### src/hdl/t2a_pkg.sv
// Package for the texel to ARGB8888 converter.
// Holds the pixel mode codes and field widths; no dependencies.
package t2a_pkg;

    localparam int TEXEL_W = 48;
    localparam int ARGB_W  = 32;
    localparam int MODE_W  = 3;
    localparam int HALF_W  = 16;

    typedef enum logic [MODE_W-1:0] {
        MODE_RGBA_SWAP = 3'd0,
        MODE_GRAY8     = 3'd1,
        MODE_RG8       = 3'd2,
        MODE_HALF_RGB  = 3'd3,
        MODE_BGRA      = 3'd4,
        MODE_RGBA8     = 3'd5,
        MODE_B5G5R5A1  = 3'd6
    } t_pixel_mode;

    localparam logic [MODE_W-1:0] PIXEL_MODE_RESET = MODE_RGBA_SWAP;

endpackage

### src/hdl/t2a_half_to_byte.sv
// One channel of half float to unsigned byte, round half up, clamped to [0,1].
// Depends on t2a_pkg.
module t2a_half_to_byte (
    input  logic [t2a_pkg::HALF_W-1:0] i_half,
    output logic [7:0]                 o_byte
);

    logic        sgn;
    logic [4:0]  ex;
    logic [9:0]  man;
    logic [23:0] q;       // value in Q0.24, below 1.0 when used
    logic [31:0] scaled;

    assign sgn = i_half[15];
    assign ex  = i_half[14:10];
    assign man = i_half[9:0];

    always_comb begin
        if (ex == 5'd0) begin
            q = {14'd0, man};
        end else begin
            q = {13'd0, 1'b1, man} << (ex - 5'd1);
        end
        // q*255 + 0.5, fits in 32 bits for every exponent below 15
        scaled = ({q, 8'd0} - {8'd0, q}) + 32'h0080_0000;
    end

    always_comb begin
        if (ex == 5'h1F) begin
            o_byte = (man != 10'd0 || sgn) ? 8'd0 : 8'hFF;
        end else if (sgn) begin
            o_byte = 8'd0;
        end else if (ex >= 5'd15) begin
            // 1.0 and above saturate
            o_byte = 8'hFF;
        end else begin
            o_byte = scaled[31:24];
        end
    end

endmodule

### src/hdl/t2a_format_conv.sv
// Combinational format conversion of one texel into a packed ARGB8888 word.
// Depends on t2a_pkg and t2a_half_to_byte.
module t2a_format_conv (
    input  logic [t2a_pkg::MODE_W-1:0]  i_mode,
    input  logic [t2a_pkg::TEXEL_W-1:0] i_texel,
    output logic [t2a_pkg::ARGB_W-1:0]  o_argb
);

    logic [7:0]  half_r;
    logic [7:0]  half_g;
    logic [7:0]  half_b;
    logic [31:0] w;

    assign w = i_texel[31:0];

    t2a_half_to_byte u_half_r (.i_half(i_texel[15:0]),  .o_byte(half_r));
    t2a_half_to_byte u_half_g (.i_half(i_texel[31:16]), .o_byte(half_g));
    t2a_half_to_byte u_half_b (.i_half(i_texel[47:32]), .o_byte(half_b));

    always_comb begin
        unique case (t2a_pkg::t_pixel_mode'(i_mode))
            t2a_pkg::MODE_RGBA_SWAP,
            t2a_pkg::MODE_RGBA8:     o_argb = {w[31:24], w[7:0], w[15:8], w[23:16]};
            t2a_pkg::MODE_GRAY8:     o_argb = {8'hFF, w[7:0], w[7:0], w[7:0]};
            t2a_pkg::MODE_RG8:       o_argb = {8'hFF, w[7:0], w[15:8], 8'd0};
            t2a_pkg::MODE_HALF_RGB:  o_argb = {8'hFF, half_r, half_g, half_b};
            t2a_pkg::MODE_BGRA:      o_argb = w;
            t2a_pkg::MODE_B5G5R5A1:  o_argb = {{8{w[15]}}, w[14:10], 3'd0,
                                               w[9:5], 3'd0, w[4:0], 3'd0};
            default:                 o_argb = '0;
        endcase
    end

endmodule

### src/hdl/texel_to_argb8888_converter.sv
// Top level of the texel to ARGB8888 converter: mode register, input and result registers.
// Depends on t2a_pkg and t2a_format_conv.

// Accepts one texel on every clock cycle (o_busy is always low) and returns one
// ARGB8888 word per texel, in order, through the input register and then the
// result register, with the format decode between them. o_strobe marks each
// result for exactly one cycle; the receiver cannot stall.
// Write i_pixel_mode only while no transaction is in flight.
module texel_to_argb8888_converter (
    input  logic                        i_clk,
    input  logic                        i_rst_n,
    input  logic                        i_pixel_mode_we,
    input  logic [t2a_pkg::MODE_W-1:0]  i_pixel_mode_wdata,
    input  logic                        i_start,
    output logic                        o_busy,
    input  logic [t2a_pkg::TEXEL_W-1:0] i_raw_texel,
    output logic                        o_strobe,
    output logic [t2a_pkg::ARGB_W-1:0]  o_argb_word
);

    logic [t2a_pkg::MODE_W-1:0]  r_mode;
    logic                        r_in_valid;
    logic [t2a_pkg::TEXEL_W-1:0] r_in_texel;
    logic [t2a_pkg::MODE_W-1:0]  r_in_mode;
    logic                        r_out_valid;
    logic [t2a_pkg::ARGB_W-1:0]  r_out_argb;
    logic [t2a_pkg::ARGB_W-1:0]  n_out_argb;

    assign o_busy = 1'b0;

    t2a_format_conv u_conv (
        .i_mode  (r_in_mode),
        .i_texel (r_in_texel),
        .o_argb  (n_out_argb)
    );

    always_ff @(posedge i_clk) begin
        if (!i_rst_n) begin
            r_mode      <= t2a_pkg::PIXEL_MODE_RESET;
            r_in_valid  <= 1'b0;
            r_out_valid <= 1'b0;
        end else begin
            if (i_pixel_mode_we) begin
                r_mode <= i_pixel_mode_wdata;
            end
            r_in_valid  <= i_start && !o_busy;
            r_out_valid <= r_in_valid;
        end
    end

    always_ff @(posedge i_clk) begin
        r_in_texel <= i_raw_texel;
        r_in_mode  <= r_mode;
        r_out_argb <= n_out_argb;
    end

    assign o_strobe    = r_out_valid;
    assign o_argb_word = r_out_argb;

    a_strobe_from_start: assert property (@(posedge i_clk) disable iff (!i_rst_n)
        o_strobe |-> $past(i_start, 2))
        else $error("result strobe without a start two cycles earlier");

    a_start_gives_strobe: assert property (@(posedge i_clk) disable iff (!i_rst_n)
        (i_start && r_in_valid) |=> (r_in_valid && o_strobe))
        else $error("back-to-back transactions lost a result");

    a_half_opaque: assert property (@(posedge i_clk) disable iff (!i_rst_n)
        (r_in_valid && r_in_mode == t2a_pkg::MODE_HALF_RGB) |=> (o_argb_word[31:24] == 8'hFF))
        else $error("half float result is not opaque");

endmodule
### config.mk
export PLATFORM = sky130hd
export DESIGN_NAME = texel_to_argb8888_converter
export DESIGN_NICKNAME = d
export VERILOG_FILES = /design/src/hdl/t2a_pkg.sv /design/src/hdl/t2a_half_to_byte.sv /design/src/hdl/t2a_format_conv.sv /design/src/hdl/texel_to_argb8888_converter.sv
export SDC_FILE = /design/constraint.sdc
export NUM_CORES = 1
export LEC_CHECK = 0
export BUFFER_PORTS_ARGS = -buffer_cell sky130_fd_sc_hd__buf_2
export CORE_MARGIN = 2
export CORE_UTILIZATION = 56
export DETAILED_ROUTE_END_ITERATION = 16
export GPL_TIMING_DRIVEN = 0
export PLACE_DENSITY = 0.76
export SETUP_SLACK_MARGIN = 0.4
export SYNTH_ARGS = -nofsm -noshare
export SYNTH_HDL_FRONTEND = slang
export SYNTH_SLANG_ARGS = --single-unit
### constraint.sdc
create_clock -name i_clk -period 7.5 [get_ports i_clk]
set_clock_uncertainty 0.2 [all_clocks]
set_input_delay 0 -clock i_clk [delete_from_list [all_inputs] [get_ports i_clk]]
set_output_delay 0 -clock i_clk [all_outputs]
set_load 0.01 [all_outputs]
# Word level (Yosys, flattened, before mapping)
# Cells that the tools add are included.
[op_classes] n_addsub=9 n_lt_le_gt_ge=3 n_eq_ne=9 shifts=3 n_mux=16 n_reduce_logical=11
[op_table] op="$pmux W32 S6" count=1
[op_table] op="$add A32 B24 Y32 const B" count=3
[op_table] op="$mux W8" count=12
[op_table] op="$sub A32 B24 Y32" count=3
[op_table] op="$mux W24" count=3
[op_table] op="$shl A11 B5 Y24" count=3
[op_table] op="$reduce_bool A10 Y1" count=3
[op_table] op="$eq A5 B5 Y1 const B" count=3
[op_table] op="$ge A5 B4 Y1 const B" count=3
[op_table] op="$logic_not A5 Y1" count=3
[op_table] op="$sub A5 B1 Y5 const B" count=3
[op_table] op="$eq A3 B3 Y1 const B" count=3
[op_table] op="$eq A3 B2 Y1 const B" count=2
[op_table] op="$eq A3 B1 Y1 const B" count=1
[op_table] op="$logic_not A3 Y1" count=1
[op_table] op="$logic_or A1 B1 Y1" count=3
[op_table] op="$reduce_or A2 Y1" count=1
[word_totals] register_bits=88 input_bits=55 output_inout_bits=34 wordCells=57

# Logic depth before layout (Yosys ltp)
[depth] depth_word=9 ltp_mapped=27 depth_no_buf=23

# Cells and area by module
# A second synthesis with hierarchy kept.
[hier_totals] cells_unflattened=1165 hier_area_um2=9341.5
[modules_own_cells] mod="t2a_half_to_byte at u_conv.u_half_g" instances=1 cells_each=315 area_per_inst_um2=2220.9 seq_area_each_um2=0.0
[modules_own_cells] mod="t2a_half_to_byte at u_conv.u_half_r" instances=1 cells_each=303 area_per_inst_um2=2175.8 seq_area_each_um2=0.0
[modules_own_cells] mod="t2a_half_to_byte at u_conv.u_half_b" instances=1 cells_each=294 area_per_inst_um2=2090.8 seq_area_each_um2=0.0
[modules_own_cells] mod="texel_to_argb8888_converter" instances=1 cells_each=98 area_per_inst_um2=1834.3 seq_area_each_um2=1761.7
[modules_own_cells] mod="t2a_format_conv" instances=1 cells_each=155 area_per_inst_um2=1019.7 seq_area_each_um2=0.0

# Worst setup path after synthesis
# OpenSTA, ideal clock, no wires.
[synth_path] path_kind="reg2reg" startpoint="reg r_in_texel[10] in the netlist's numbering" endpoint="reg r_out_argb, in the netlist o_argb_word[23]" setup_time_ns=0.138 arrival_ns=5.164 required_ns=7.162 path_slack_ns=1.998 stages_incl_launch_ff=24 path_buffers=3 period_less_slack_ns=5.502 cell_sequence="dfxtp_1 > buf_2 > clkinv_1 > ha_1 > buf_6 > clkbuf_1 > mux2_2 > o21ai_0 > o21ai_0 > a32oi_1 > nor2_1 > ha_1 > inv_1 > ha_1 > and3_1 > and3_1 > a211o_1 > a211o_1 > a2111oi_0 > a211oi_2 > a31o_1 > a31oi_1 > xnor2_1 > a31oi_1"
[synth_via] elab_chain_cells=9 elab_cells_between_ends=12 cone_classes="add/sub (3); order compare (1); eq/ne (1); shift (1); mux (5); reduce/logical (1)"
[synth_lines] item="start, declared" line="texel_to_argb8888_converter.sv:23" text="logic [t2a_pkg::TEXEL_W-1:0] r_in_texel;"
[synth_lines] item="start signal, assigned" line="texel_to_argb8888_converter.sv:52" text="r_in_texel <= i_raw_texel;"
[synth_lines] item="$sub A5 B1 Y5" line="t2a_half_to_byte.sv:22" text="q = {13'd0, 1'b1, man} << (ex - 5'd1);"
[synth_lines] item="$shl A11 B5 Y24" line="t2a_half_to_byte.sv:22"
[synth_lines] item="$mux W24" line="t2a_half_to_byte.sv:19" text="if (ex == 5'd0) begin"
[synth_lines] item="$sub A32 B24 Y32" line="t2a_half_to_byte.sv:25" text="scaled = ({q, 8'd0} - {8'd0, q}) + 32'h0080_0000;"
[synth_lines] item="$add A32 B24 Y32" line="t2a_half_to_byte.sv:25"
[synth_lines] item="$mux W8" line="t2a_half_to_byte.sv:33" text="end else if (ex >= 5'd15) begin"
[synth_lines] item="$mux W8" line="t2a_half_to_byte.sv:31" text="end else if (sgn) begin"
[synth_lines] item="$mux W8 (*)" line="t2a_half_to_byte.sv:29" text="if (ex == 5'h1F) begin"
[synth_lines] item="$pmux W32 S6 (*)" line="t2a_format_conv.sv:21" text="unique case (t2a_pkg::t_pixel_mode'(i_mode))"
[synth_lines] item="via n_out_argb (one bit)" line="texel_to_argb8888_converter.sv:27" text="logic [t2a_pkg::ARGB_W-1:0] n_out_argb;"
[synth_lines] item="end signal, assigned" line="texel_to_argb8888_converter.sv:54" text="r_out_argb <= n_out_argb;"
[synth_lines] item="end, declared" line="texel_to_argb8888_converter.sv:26" text="logic [t2a_pkg::ARGB_W-1:0] r_out_argb;"
# The timed path passes the listed nets; every way through them passes the cells marked *.
# A chain may end at the register's enable or synchronous reset.

# Worst setup path after layout
[layout_path] startpoint="reg r_in_texel[26] in the netlist's numbering" endpoint="reg r_out_argb, in the netlist o_argb_word[15]"
# The elaborated chain is that of the path after synthesis.

==> summary.md <==
| Metric | Value |
|---|---|
| Status | `finished clean` |
| Post-synthesis xor/xnor area fraction | `5.72%` |
| NumNets Final | `1520` |
| Seq/Total Area, Yosys | `19.2%` |
| Flop-to-flop setup slack | `1030 ps` |
| Hold path cells | `2` |
| 1st-pass router iterations | `8` |
| Reg area | `1760 um2` |
| Top cell type's share of synthesized area | `19.2%` |
| Yosys reg bits | `approximately 90` |
| Crit-path slowest cell | `o21ai_0` |
| Ant diodes | `0` |
| Met3 usage | `5.34%` |
| Worst-Skew Late Latency | `around 350 ps` |
| Worst slack at placement | `1170 ps` |
| Post-synth EDFFs | `0` |
| # setup viols final | `0` |
| CP max stage delay | `570 ps` |
| TritonCTS clock tree | `done` |
| Cells after synthesis | `1217` |
| Top cells by area, synth | `dfxtp_1, ha_1, nand2_1` |
| Busiest layer in global routing | `met2` |
| Die Wd | `132 um` |
| Drt wl/cell | `18.2 um` |
| CP most frequent cell | `nor2_1` |
| Worst r2r path cells | `23` |
| Starting Density | `57.6%` |
| Vias | `9922` |
| Routed WL | `29000 um` |
| Synth Area in Simple Gates | `22.4%` |
| CP arrival | `6510 ps` |
| Yosys warns | `0` |
| Clk sink count | `a little under 90` |
| Placed Cells | `1520` |
| Post-synthesis compound-gate area fraction | `between 20% and 30%` |
| # rows | `46` |
| First-pass GRT wire length | `46500 um` |
| RR Endpoint | `o_argb_word[15]$_DFF_P_` |
| Max-cap violations | `0` |
| Syn Area/Cell | `7.55 um2` |
| Worst Path Max Fanout | `10` |
| Total die area | `17400 um2` |
| Worst R2R Start | `r_in_texel[26]$_DFF_P_` |
| GRT met2 Usage | `52.8%` |
| M1 GR Usage | `between 40% and 50%` |
| Final WS setup | `1030 ps` |
| Post-Syn Area | `between 9000 and 10000 um2` |
| Util after Layout | `67.6%` |
| Clock slew at reported path FFs | `70 ps` |
| Slew at the pin closest to its max-slew limit | `928 ps` |
| PortBufs | `87` |
| Crit end category | `register` |
| Adder-Cell Fraction of Synth Area | `12.7%` |
| Ys async rst share | `0%` |
| Critical path launch point type | `register` |
| Vias per cell | `around 6.2` |
| Cell family with most CP delay | `compound AO/OA/AOI/OAI gates` |
| Core ar. | `roughly 16000 um2` |
| Worst EP required | `7540 ps` |
| Max transition margin | `37.5%` |
| Overall power | `2.03 mW` |
| Clk root buf | `clkbuf_16` |
| Most used DFF post-synth | `dfxtp_1` |
| Area Overhead vs Synth | `17.4%` |
| Die height | `about 130 um` |
| Max H-tree Level | `3` |
| Total GRT Usage | `32.6%` |
| Multi-input logic area | `roughly 6900 um2` |
| Synth cell types | `86` |
| WS Path Type | `reg -> reg` |
| Post-DP HPWL | `about 22000 um` |
| Leakage | `4.86 nW` |
| Antenna violations before repair | `0` |
| PD cells | `188 nW/um2` |
| Hold endpoint | `r_in_texel[3]$_DFF_P_` |
| Largest family of logic cells by synthesized area | `compound AO/OA/AOI/OAI gates` |
| DRC | `0` |
| Max-slew violations | `0` |
| Total congestion overflow | `0` |
| Pin count of the biggest net entering global routing | `17` |
| Antenna Violating Nets Remaining | `0` |
| Min cycle time layout | `roughly 6500 ps` |
| RSZ-0062 raised after global routing | `false` |
| F_max | `roughly 150 MHz` |
| Final hold vios | `0` |
| Hold Crit Class | `in -> reg` |
| Vias in the first global route | `9174` |
| Synth area leader | `dfxtp_1` |
| Gpl congestion | `0.998` |
| Mux cell area share after synthesis | `7.67%` |
| Hold wc startpoint | `i_raw_texel[3]` |
| Setup TNS | `0 ps` |
| Final Cycle Share | `86.3%` |
| Final Non-Filler Cells | `1593` |
| Clock Path Buffers | `2` |
| Max VDD drop | `between 150 and 200 uV` |
| Buffers & Inverters on Critical Path | `5` |
| Share of layout cells above drive strength 1 | `12.2%` |
| CP Depth | `23` |
| Net count after synthesis | `1365` |
| Cts bufs inserted | `9` |
| Iteration-0 DRC Markers | `956` |
| Fillers | `1348` |
| I/O Pins | `89` |
| Critical-path cell list | `buf_4 -> buf_1 -> inv_1 -> ha_1 -> clkbuf_1 -> clkbuf_1 -> o22a_1 -> nor2_1 -> a21oi_1 -> nor2_1 -> o21ai_0 -> nor2_1 -> ha_1 -> nand4_1 -> nor4_2 -> a211oi_1 -> a21oi_1 -> and3_1 -> nand3_1 -> a31oi_1 -> o2111ai_1 -> and3_1 -> nor3_1` |
[synth_stat cells, drive strengths merged, types with 5 or more instances]
cell	n
a222oi	5
or2	6
and3	14
a21oi	95
a21o	34
nand3	30
mux4	10
a221oi	5
or3	7
nand4	10
inv	58
o221ai	6
clkbuf	41
nand2b	5
mux2i	34
nor3	28
nand2	142
a22oi	23
a211o	6
buf	21
and2	13
dfxtp	88
ha	93
a22o	6
nor4	11
mux2	12
nor2	113
nor2b	28
o211ai	7
xor2	24
a32oi	6
xnor2	33
a31oi	16
o22ai	9
a211oi	15
o21ai	91
o31ai	8
[placed cells by master (no fill, tap or decap), drive strengths merged, types with 7 or more instances in the layout]
cell type and count:
nor2b 28, mux4 10, a211oi 15, inv 60
nor3 28, mux2i 34, and2 13, clkbuf 51
or3 7, mux2 12, a31oi 16, xor2 24
o31ai 8, dlygate4sd3 57, nand3 30, nor2 113
a21o 34, nand2 142, nand4 10, xnor2 33
buf 108, a21oi 95, dfxtp 88, o21ai 91
o22ai 9, nor4 11, o211ai 7, and3 14
a22oi 23, ha 93
[per-layer routing]
layer,part of all wire [%],up-vias
li1,-,4774
met1,43,4523
met2,46,538
met3,8.5,87
met4,3.1,0
met5,0,-
[worst register-to-register path, stage by stage, from the launching register on]
cell and delay, ps:
dfxtp_1 430, buf_4 240, buf_1 380, inv_1 190
ha_1 320, clkbuf_1 380, clkbuf_1 390, o22a_1 270
nor2_1 60, a21oi_1 230, nor2_1 60, o21ai_0 570
nor2_1 110, ha_1 320, nand4_1 160, nor4_2 410
a211oi_1 110, a21oi_1 180, and3_1 190, nand3_1 140
a31oi_1 330, o2111ai_1 190, and3_1 180, nor3_1 310
[cell type report]
cell class | count | area share [%]
Timing Repair Buffer | 144 | 9.33
Multi-Input combinational cell | 1008 | 64.4
Clock inverter | 6 | 0.708
Clock buffer | 10 | 2.12
Inverter | 59 | 2.05
Sequential cell | 88 | 16.3
Tap cell | 216 | 2.51
Buffer | 62 | 2.53
[repair_timing]
action / CTS / global route
endpoints found under the hold margin: 53 / 0
setup endpoints to repair: 0 / 2
hold buffers: 57 / 0
buffers inserted: 0 / 0
resized for setup: 0 / 1
[power by group]
| part | switching, mW | total, mW | internal [mW] |
|---|---|---|---|
| clock | 0.210 | 0.474 | 0.264 |
| combinational | 0.602 | 1.02 | 0.419 |
| sequential | 0.0287 | 0.536 | 0.507 |
[cell families after synthesis]
family          Yosys count
simple gates            427
compound gates          374
buf+inv                 121
fa+ha+maj                93
flops                    88
xor+xnor                 57
mux                      56
other cells               1
[state kept, by name, summed over array words and instances (netlist names)]
name and flops:
r_in_texel 48, o_argb_word 32, r_in_mode 3, r_mode 3
o_strobe 1, r_in_valid 1
[stage by stage]
| step | instance area, um2 | hold slack (ps) |
|---|---|---|
| after global routing | 10800 | 62.3 |
| after detailed placement | 9900 | -96.4 |
| after global placement | 9890 | -98.3 |
| after floorplan | 9180 | -172 |
| final | 10800 | 70.5 |
| after CTS | 10800 | 56.2 |
[worst max path at each step]
| stage | start | endpoint | slack, ps |
|---|---|---|---|
| after global placement | r_in_texel[10]$_DFF_P_ | o_argb_word[23]$_DFF_P_ | 1010 |
| after detailed placement | r_in_texel[26]$_DFF_P_ | o_argb_word[15]$_DFF_P_ | 1170 |
| final | r_in_texel[26]$_DFF_P_ | o_argb_word[15]$_DFF_P_ | 1030 |
| after floorplan | r_in_texel[10]$_DFF_P_ | o_argb_word[23]$_DFF_P_ | 2000 |
| after CTS | r_in_texel[26]$_DFF_P_ | o_argb_word[15]$_DFF_P_ | 1150 |
| after global routing | r_in_texel[26]$_DFF_P_ | o_argb_word[15]$_DFF_P_ | 570 |
Power figures use the tool's default switching activity.
